--- src/hw/rtl/stle_pkg.sv ---
// ----------------------------------------------------------------------------
// stle_pkg
// Shared types and constants for the string table line extractor.
// ----------------------------------------------------------------------------
package stle_pkg;

    typedef enum logic [1:0] {
        MODE_SEEK_ID = 2'd0,
        MODE_SKIP    = 2'd1,
        MODE_STREAM  = 2'd2,
        MODE_DONE    = 2'd3
    } scan_mode_t;

    localparam logic [7:0] CH_NUL   = 8'h00;
    localparam logic [7:0] CH_TAB   = 8'h09;
    localparam logic [7:0] CH_LF    = 8'h0A;
    localparam logic [7:0] CH_CR    = 8'h0D;
    localparam logic [7:0] CH_HASH  = 8'h23;
    localparam logic [7:0] CH_ZERO  = 8'h30;
    localparam logic [7:0] CH_NINE  = 8'h39;
    localparam logic [7:0] CH_BAR   = 8'h7C;

    localparam logic [15:0] SAT_16  = 16'hFFFF;

    localparam int unsigned ADDR_W  = 3;
    localparam logic        REG_TARGET_ID   = 1'b0;
    localparam logic        REG_PIECE_INDEX = 1'b1;

endpackage

--- src/hw/rtl/string_table_line_extractor_core.sv ---
// ----------------------------------------------------------------------------
// string_table_line_extractor_core
// Scans a text block byte by byte and streams the text of one keyed line.
// ----------------------------------------------------------------------------
// Input stream (s_*): one text byte per word in s_tdata[7:0]; a zero byte
// ends the block. Lines are "<decimal id><tab><text>" ended by CR or LF.
// Output stream (m_*): bytes of the text of the first line whose id equals
// target_id, or only the bar-separated piece selected by piece_index when it
// is not negative. The zero byte yields one closing word with m_tlast high,
// m_tdata zero and m_tuser[0] set if a matching line was seen; the scan state
// then clears.
// Timing: a byte is decoded in the cycle it is accepted and its result sits
// in the output register on the next cycle. One word is taken per cycle
// unless the output stalls. The output register is the only stage, so
// s_tready follows m_tready while a result is pending.
// Reset: aresetn (synchronous, active low) clears the scan state and the output
// valid flag, and sets target_id to 0 and piece_index to -1.
// Configuration over APB: target_id at 0x0, piece_index at 0x4; write only
// while the stream is idle.
// ----------------------------------------------------------------------------
module string_table_line_extractor_core (
    input  logic                        aclk,
    input  logic                        aresetn,
    // s_tdata: [7:0] data_byte
    input  logic                        s_tvalid,
    output logic                        s_tready,
    input  logic [7:0]                  s_tdata,
    // m_tdata: [7:0] out_byte
    output logic                        m_tvalid,
    input  logic                        m_tready,
    output logic [7:0]                  m_tdata,
    output logic                        m_tlast,
    // m_tuser: [0] matched
    output logic [0:0]                  m_tuser,
    input  logic                        psel,
    input  logic                        penable,
    input  logic                        pwrite,
    input  logic [stle_pkg::ADDR_W-1:0] paddr,
    input  logic [31:0]                 pwdata,
    output logic [31:0]                 prdata,
    output logic                        pready
);

    logic [14:0]          target_id_reg;
    logic signed [15:0]   piece_index_reg;

    stle_pkg::scan_mode_t mode_reg, mode_next;
    logic [15:0]          id_accum_reg, id_accum_next;
    logic [15:0]          bar_count_reg, bar_count_next;
    logic                 seen_match_reg, seen_match_next;

    logic                 out_valid_reg, out_valid_next;
    logic [7:0]           out_byte_reg, out_byte_next;
    logic                 out_last_reg, out_last_next;
    logic                 out_matched_reg, out_matched_next;

    logic                 in_accept;
    logic                 emit;
    logic [7:0]           c;
    logic                 is_digit, is_eol, is_nul, is_bar, id_hit, piece_hit;
    logic [19:0]          id_mul;
    logic                 cfg_write;

    assign pready    = 1'b1;
    assign cfg_write = psel && penable && pwrite && pready;

    always_ff @(posedge aclk) begin
        if (!aresetn) begin
            target_id_reg   <= 15'd0;
            piece_index_reg <= -16'sd1;
        end else if (cfg_write) begin
            case (paddr[2])
                stle_pkg::REG_TARGET_ID:   target_id_reg   <= pwdata[14:0];
                stle_pkg::REG_PIECE_INDEX: piece_index_reg <= pwdata[15:0];
                default: ;
            endcase
        end
    end

    always_comb begin
        case (paddr[2])
            stle_pkg::REG_TARGET_ID:   prdata = {17'd0, target_id_reg};
            stle_pkg::REG_PIECE_INDEX: prdata = {{16{piece_index_reg[15]}}, piece_index_reg};
            default:                   prdata = 32'd0;
        endcase
    end

    assign s_tready  = !out_valid_reg || m_tready;
    assign in_accept = s_tvalid && s_tready;

    assign c         = s_tdata;
    assign is_nul    = (c == stle_pkg::CH_NUL);
    assign is_digit  = (c >= stle_pkg::CH_ZERO) && (c <= stle_pkg::CH_NINE);
    assign is_eol    = (c == stle_pkg::CH_CR) || (c == stle_pkg::CH_LF);
    assign is_bar    = (c == stle_pkg::CH_BAR);
    assign id_hit    = (id_accum_reg == {1'b0, target_id_reg});
    assign piece_hit = (bar_count_reg == piece_index_reg[15:0]);
    assign id_mul    = ({4'd0, id_accum_reg} * 20'd10) + {16'd0, c[3:0]};

    // next state
    always_comb begin
        mode_next       = mode_reg;
        id_accum_next   = id_accum_reg;
        bar_count_next  = bar_count_reg;
        seen_match_next = seen_match_reg;
        if (in_accept) begin
            if (is_nul) begin
                mode_next       = stle_pkg::MODE_SEEK_ID;
                id_accum_next   = 16'd0;
                bar_count_next  = 16'd0;
                seen_match_next = 1'b0;
            end else begin
                case (mode_reg)
                    stle_pkg::MODE_SEEK_ID: begin
                        if (is_digit) begin
                            id_accum_next = (id_mul > {4'd0, stle_pkg::SAT_16}) ?
                                            stle_pkg::SAT_16 : id_mul[15:0];
                        end else if (c == stle_pkg::CH_TAB) begin
                            if (id_hit) begin
                                mode_next       = stle_pkg::MODE_STREAM;
                                seen_match_next = 1'b1;
                                bar_count_next  = 16'd0;
                            end else begin
                                mode_next = stle_pkg::MODE_SKIP;
                            end
                        end else if (is_eol) begin
                            id_accum_next = 16'd0;
                        end else begin
                            mode_next = stle_pkg::MODE_SKIP;
                        end
                    end
                    stle_pkg::MODE_SKIP: begin
                        if (is_eol) begin
                            mode_next     = stle_pkg::MODE_SEEK_ID;
                            id_accum_next = 16'd0;
                        end
                    end
                    stle_pkg::MODE_STREAM: begin
                        if (is_eol) begin
                            mode_next = stle_pkg::MODE_DONE;
                        end else if (!piece_index_reg[15] && is_bar &&
                                     bar_count_reg != stle_pkg::SAT_16) begin
                            bar_count_next = bar_count_reg + 16'd1;
                        end
                    end
                    default: ;
                endcase
            end
        end
    end

    // outputs
    always_comb begin
        emit = 1'b0;
        if (mode_reg == stle_pkg::MODE_STREAM && !is_eol) begin
            emit = piece_index_reg[15] || (!is_bar && piece_hit);
        end
        out_valid_next   = out_valid_reg && !m_tready;
        out_byte_next    = out_byte_reg;
        out_last_next    = out_last_reg;
        out_matched_next = out_matched_reg;
        if (in_accept) begin
            if (is_nul) begin
                out_valid_next   = 1'b1;
                out_byte_next    = 8'd0;
                out_last_next    = 1'b1;
                out_matched_next = seen_match_reg;
            end else if (emit) begin
                out_valid_next   = 1'b1;
                out_byte_next    = c;
                out_last_next    = 1'b0;
                out_matched_next = 1'b0;
            end
        end
    end

    always_ff @(posedge aclk) begin
        if (!aresetn) begin
            mode_reg       <= stle_pkg::MODE_SEEK_ID;
            id_accum_reg   <= 16'd0;
            bar_count_reg  <= 16'd0;
            seen_match_reg <= 1'b0;
            out_valid_reg  <= 1'b0;
        end else begin
            mode_reg       <= mode_next;
            id_accum_reg   <= id_accum_next;
            bar_count_reg  <= bar_count_next;
            seen_match_reg <= seen_match_next;
            out_valid_reg  <= out_valid_next;
        end
    end

    always_ff @(posedge aclk) begin
        out_byte_reg    <= out_byte_next;
        out_last_reg    <= out_last_next;
        out_matched_reg <= out_matched_next;
    end

    assign m_tvalid   = out_valid_reg;
    assign m_tdata    = out_byte_reg;
    assign m_tlast    = out_last_reg;
    assign m_tuser[0] = out_matched_reg;

    a_block_end_clears: assert property (@(posedge aclk) disable iff (!aresetn)
        (in_accept && is_nul) |=> (mode_reg == stle_pkg::MODE_SEEK_ID && !seen_match_reg
                                   && id_accum_reg == 16'd0))
        else $error("state not cleared after block end");

    a_stream_has_match: assert property (@(posedge aclk) disable iff (!aresetn)
        (mode_reg == stle_pkg::MODE_STREAM || mode_reg == stle_pkg::MODE_DONE)
        |-> seen_match_reg)
        else $error("streaming without a matched line");

    a_closing_word_empty: assert property (@(posedge aclk) disable iff (!aresetn)
        (out_valid_reg && out_last_reg) |-> (out_byte_reg == 8'd0))
        else $error("closing word carries a byte");

    a_byte_word_flags: assert property (@(posedge aclk) disable iff (!aresetn)
        (out_valid_reg && !out_last_reg) |-> !out_matched_reg)
        else $error("byte word carries matched flag");

    a_done_is_silent: assert property (@(posedge aclk) disable iff (!aresetn)
        (in_accept && !is_nul && mode_reg == stle_pkg::MODE_DONE)
        |=> (!out_valid_reg || $stable(out_byte_reg)) && mode_reg == stle_pkg::MODE_DONE)
        else $error("activity after matched line ended");

endmodule
--- config.mk ---
export PLATFORM = sky130hd
export DESIGN_NAME = string_table_line_extractor_core
export DESIGN_NICKNAME = d
export VERILOG_FILES = /design/src/hw/rtl/stle_pkg.sv /design/src/hw/rtl/string_table_line_extractor_core.sv
export SDC_FILE = /design/constraint.sdc
export NUM_CORES = 1
export LEC_CHECK = 0
export BUFFER_PORTS_ARGS = -buffer_cell sky130_fd_sc_hd__buf_2
export CORE_ASPECT_RATIO = 2
export CORE_MARGIN = 4
export CORE_UTILIZATION = 41
export DETAILED_ROUTE_END_ITERATION = 8
export GPL_TIMING_DRIVEN = 0
export HOLD_SLACK_MARGIN = 0.15
export PLACE_DENSITY = 0.59
export SETUP_SLACK_MARGIN = 0.15
export SLEW_MARGIN = 0
export SYNTH_ARGS = -nofsm -noshare
export SYNTH_HDL_FRONTEND = slang
export SYNTH_SLANG_ARGS = --single-unit
--- constraint.sdc ---
create_clock -name aclk -period 5.1 [get_ports aclk]
set_input_delay 1.02 -clock aclk [delete_from_list [all_inputs] [get_ports aclk]]
set_output_delay 1.02 -clock aclk [all_outputs]
set_load 0.05 [all_outputs]
==> impl_metrics.ini, run 1 <==
[global_routing]
grt.total_usage_pct = 20.81
grt_pass1_vias = 5016
grt.overflow.total = 0
antenna_found_initial = 0
grt_pass1_wl_mm = 24.41
grt_max_degree = 18

[placed_design]
place.port_buffers = 73
dp.cells = 878
gp_congestion = 0.9718
hpwlAfterDp_mm = 12.77

[clock_network]
cts-htree-levels = 3
cts_hold_buf = 0
ctsLongestPathBuffers = 2
clk_latency_ns = 0.34
clock-root-buffer = clkbuf_16
post_cts.repair.setup_buffers = 0
cts-resized-gates = 0
cts_buffers = 9
cts_tree = done
cts.reportedPaths.clkPinSlew_ns = 0.06
clock-sinks = 77

[setup_path]
crit_path_end = prdata[17]
r2r-end = id_accum_reg[11]$_SDFFE_PN0P_
end_kind = output pin
critPathArrivalTime_ns = 3.00
critPathLaunchType = input port
reg2reg_depth = 13
crit_fanout = 17
critical_path_class = in2out
crit_path_start = paddr[2]
cp_data_required_time_ns = 4.08
reg2reg_from = id_accum_reg[1]$_SDFFE_PN0P_
rrSetupSlack_ns = 1.47

[yosys]
yosysTopAreaCellShare_pct = 24.74
ys.warnings.count = 0
synth_compound_area_share_pct = 17.10
synth_cell_type_count = 65
syn_area_sq_um = 5421
synth_top_flop_cell = dfxtp_1
synth_top_family_by_area = simple AND/OR/NAND/NOR gates
seq_area_frac_synth_pct = 30.28
yosys.area.top_type = dfxtp_1
synthesis.nets = 740
yosys.area_share.adder_pct = 8.816
synth_top_cells_by_area = dfxtp_1, ha_1, nand2_1
synth_cells = 653
synth_seq_cells = 77
async_flop_share_pct = 0
synth-simple-area-share_pct = 23.47
synth_xor_xnor_area_share_pct = 10.02
synth-edff-count = 10
synthMuxAreaShare_pct = 3.970
avgSynthCellArea_sq_um = 8.302

[status]
outcome = finished clean

[detailed_routing]
drtIter0Drc = 223
wirelength_mm = 15.33
vias = 4861
remaining_drc_errors = 0
viasPerCell = 5.437
routedWlPerCell_microns = 17.15
first_pass_iters = 4
ant_nets = 0

[floorplan]
dieWidth_microns = 89.31
ios = 95
start_util_pct = 41.73
coreArea_sq_um = 12990
die_y_microns = 170.6
dieArea_sq_um = 15240
num_rows = 59

[timing]
setup_viol = 0
hold_violations = 0
clock_skew_ns = 0.007469
tightest_slew_ns = 0.7271
tns_ns = 0
slew_viol_final = 0
fmax_ghz = 0.2490
finalCritPeriodShare_pct = 78.76
rsz0062_at_grt = false
slew_headroom_pct = 51.15
fin_crit_ns = 4.017

[finish]
antenna_cells_inserted = 0
area_growth_pct = 15.97
final_common_cell = nand2_1
layout-drive-gt1-share_pct = 20.75
fill_cells = 1294
layout_common_cells = nand2_1, buf_2, dfxtp_1, nor2_1, ha_1
seqCellArea_sq_um = 1642
multiInputGateArea_sq_um = 3440
final_cells = 894
fin_nets = 824

[power]
p_leak_nw = 2.852
irDropWorstVdd_uv = 330.5
powerDensity_nw_per_um2 = 282.7

[hold_path]
holdPathStages = 2
hold_class = reg2reg

[job]
drv_cap = 0
## final cells by class
| class | instances | share of cell area, % |
|---|---|---|
| buffer | 49 | 4.338 |
| clock buffer | 10 | 3.801 |
| clock inverter | 6 | 1.134 |
| inverter | 18 | 1.075 |
| multi-input combinational | 509 | 54.71 |
| sequential | 77 | 26.11 |
| tap | 152 | 3.025 |
| timing repair buffer | 73 | 5.811 |
## per-stage QoR
stage	util, %	hold slack [ns]	worst slack, ns	area (sq um)	total power [W]
after floorplan	-	0.4578	1.333	5421	0.001006
after global placement	46.00	0.4732	1.101	5977	0.001119
after detailed placement	46.00	0.4881	1.037	5977	0.001132
after CTS	48.39	0.4961	1.027	6287	0.001789
after global routing	48.39	0.5094	0.8917	6287	0.001855
final	48.39	0.4953	1.083	6287	0.001778
## where the power goes
group          total (W)  internal (W)  switching, W
combinational   0.000453      0.000147      0.000306
sequential      0.000666      0.000641     0.0000250
clock           0.000658      0.000396      0.000263
## worst min path at each step
| stage | from | to | slack (ns) |
|---|---|---|---|
| 6_report | piece_index_reg[1]$_SDFFE_PN1P_ | piece_index_reg[1]$_SDFFE_PN1P_ | 0.50 |
| 5_1_grt | piece_index_reg[13]$_SDFFE_PN1P_ | piece_index_reg[13]$_SDFFE_PN1P_ | 0.51 |
| 4_1_cts | piece_index_reg[1]$_SDFFE_PN1P_ | piece_index_reg[1]$_SDFFE_PN1P_ | 0.50 |
| 3_5_place_dp | piece_index_reg[1]$_SDFFE_PN1P_ | piece_index_reg[1]$_SDFFE_PN1P_ | 0.49 |
| 3_3_place_gp | mode_reg[1]$_SDFFE_PN0P_ | mode_reg[1]$_SDFFE_PN0P_ | 0.47 |
| 2_1_floorplan | mode_reg[1]$_SDFFE_PN0P_ | mode_reg[1]$_SDFFE_PN0P_ | 0.46 |
## cell families after synthesis
| group | after synthesis |
|---|---|
| multiplexers | 19 |
| buffers and inverters | 67 |
| AND/OR/NAND/NOR | 259 |
| flip-flops | 77 |
| XOR/XNOR | 62 |
| other | 1 |
| adder cells (fa/ha/maj) | 37 |
| AO/OA/AOI/OAI | 131 |
## cell usage after synthesis, types with 7 or more instances
master,count
dfxtp_1,67
clkbuf_1,23
ha_1,35
nor4_1,10
edfxtp_1,10
nor3_1,21
mux2_2,16
o21ai_0,16
buf_4,17
inv_1,18
a21boi_0,19
a31oi_2,7
nand3_1,25
buf_2,7
nand2_1,107
xor2_1,33
a31oi_1,8
a21oi_1,30
nand2b_1,7
a21o_1,21
xnor2_1,29
nor2_1,42
nand4_1,10
## per-layer routing
layer | global-route usage, % | vias up | part of all wire [%]
li1 | - | 2450 | -
met1 | 19.02 | 2264 | 34
met2 | 41.25 | 109 | 59
met3 | 2.699 | 38 | 3.1
met4 | 11.67 | 0 | 4.6
met5 | 0 | - | 0
## critical path, cell delays in order
cell and delay [ns]:
clkbuf_1 0.44, buf_1 0.53, and2_1 0.55, buf_4 0.20
buf_2 0.25
Power figures use the tool's default switching activity.
==> run 2, diff against run 1 <==
PLACE_DENSITY = 0.61   (was 0.59)
clock period = 3.59 ns   (was 5.1 ns; I/O delays follow)
==> run 2 against run 1 <==
Clock power grew 37%. Global-route usage is essentially flat. Die area is the same. Hold slack lost 0.0027 ns. First-iteration DRC count shrank 37%. Final cell count grew 0.56%. Non-clock buffer count grew 5. Register-to-register slack lost 1.2 ns. Power grew 41%. Critical path type is now reg2reg. Critical endpoint is now id_accum_reg[6]$_SDFFE_PN0P_. Largest power group unchanged.
==> impl_metrics.ini, run 2 (synthesized netlist as in run 1, its figures left out) <==
[status]
outcome = finished clean

[timing]
tightest_slew_ns = 0.7390
fmax_ghz = 0.3041
tns_ns = 0
slew_headroom_pct = 50.36
setup_viol = 0
worst_slack_ns = 0.3014
hold_slack_ns = 0.4926
rsz0062_at_grt = false
clock_skew_ns = 0.008015
fin_crit_ns = 3.289
slew_viol_final = 0
hold_violations = 0
finalCritPeriodShare_pct = 91.61

[detailed_routing]
first_pass_iters = 5
drtIter0Drc = 140
wl_met3_microns = 478
wirelength_mm = 15.52
vias = 4916
viasPerCell = 5.468
wl_met2_mm = 9.032
remaining_drc_errors = 0
routedWlPerCell_microns = 17.27
highest_layer = met4
wl_met1_mm = 5.344
ant_nets = 0

[power]
irDropWorstVdd_uv = 324.7
power_w = 0.002499
combPwrFrac_pct = 26.1
intPower_w = 0.001665
pwr-share-clk_pct = 36.0
p_sw_w = 0.0008343
seq_power_share_pct = 37.9
switching_share_pct = 33.39
powerDensity_nw_per_um2 = 390.9
p_leak_nw = 2.889

[finish]
antenna_cells_inserted = 0
layout_common_cells = nand2_1, buf_2, dfxtp_1, nor2_1, ha_1
design_area_sq_um = 6392
layout-drive-gt1-share_pct = 23.29
fill_cells = 1290
final_common_cell = nand2_1
area_growth_pct = 17.91
fin_nets = 829

[placed_design]
place.port_buffers = 73
dp_slack_ns = -0.07431
dpl_cell_area_sq_um = 5977
gp_congestion = 0.9538
hpwlAfterDp_mm = 12.68

[setup_path]
critPathArrivalTime_ns = 3.54
reg2reg_from = id_accum_reg[1]$_SDFFE_PN0P_
critPathLaunchType = register
crit_path_start = id_accum_reg[1]$_SDFFE_PN0P_
crit_fanout = 10
critical_path_class = reg2reg
end_kind = register
rrSetupSlack_ns = 0.30
cp_data_required_time_ns = 3.84

[floorplan]
coreArea_sq_um = 12990
start_util_pct = 41.73
dieWidth_microns = 89.31
dieArea_sq_um = 15240
die_y_microns = 170.6
num_rows = 59
ios = 95

[global_routing]
grt_max_degree = 18
antenna_found_initial = 0
grt_pass1_wl_mm = 24.66
grt_pass1_vias = 5032
grt.overflow.total = 0
grt.total_usage_pct = 20.80

[clock_network]
clock-sinks = 77
cts_tree = done
cts_hold_buf = 0
ctsLongestPathBuffers = 2
clock-root-buffer = clkbuf_16
cts.reportedPaths.clkPinSlew_ns = 0.06
clk_latency_ns = 0.33
cts_buffers = 9
cts-htree-levels = 3

[hold_path]
hp-start = piece_index_reg[5]$_SDFFE_PN1P_
hold_class = reg2reg

[job]
drv_cap = 0
[run 2: cell count changes in the layout (fill, tap and decap cells not counted), sizes merged]
| cell | before | now |
|---|---|---|
| clkinvlp | 2 | 3 |
| inv | 19 | 18 |
| clkbuf | 33 | 34 |
| buf | 99 | 104 |
| clkinv | 2 | 1 |
[run 2: what timing repair did]
action / 4_1_cts / 5_1_grt
gates resized for setup: 6 / 15
gates cloned: 0 / 0
pin swaps: 4 / 4
endpoints found under the setup margin: 32 / 16
buffers inserted: 4 / 1
[run 2: layout make-up]
type	count	area (sq um)	share of cell area, %
plain buffers	49	274.0	4.287
clock buffers	11	232.7	3.641
clock inverters	5	61.31	0.9591
inverters	18	67.56	1.057
multi-input cells	509	3502	54.79
flip-flops and latches	77	1649	25.80
well taps	152	190.2	2.975
repair buffers	78	415.4	6.498
[run 2: metrics by stage]
step / std cells / utilization, %
detailed placement: 878 / 46.00
floorplan: 653 / -
global placement: 878 / 46.00
global route: 899 / 49.20
finish: 899 / 49.20
CTS: 898 / 48.69
[run 2: final timing paths]
path | to | cells past startpoint
worst max-delay path | id_accum_reg[6]$_SDFFE_PN0P_ | 13
worst min-delay path | piece_index_reg[5]$_SDFFE_PN1P_ | 2
worst max register to register | id_accum_reg[6]$_SDFFE_PN0P_ | 13
worst min register to register | piece_index_reg[5]$_SDFFE_PN1P_ | 2
[run 2: power groups by stage]
stage | Sequential (W) | Combinational [W] | Clock (W)
floorplan | 0.000980 | 0.000449 | 0
finish | 0.000947 | 0.000653 | 0.000899
global route | 0.000951 | 0.000712 | 0.000948
global placement | 0.000963 | 0.000626 | 0
CTS | 0.000946 | 0.000648 | 0.000910
detailed placement | 0.000965 | 0.000642 | 0
[run 2: metal layers]
metal	vias up	global-route usage [%]
met3	40	1.928
li1	2451	-
met4	0	11.73
met2	106	40.93
met1	2319	19.75
met5	-	0
[run 2: critical path, cell delays in order, from the launching register on]
cell	delay, ns
dfxtp_2	0.37
ha_1	0.30
ha_2	0.21
inv_1	0.06
fa_1	0.40
nand2b_4	0.17
a211o_1	0.34
o21ai_2	0.11
o221ai_1	0.17
nor4_2	0.36
nor3_1	0.10
mux2_4	0.32
buf_12	0.16
a31oi_2	0.12
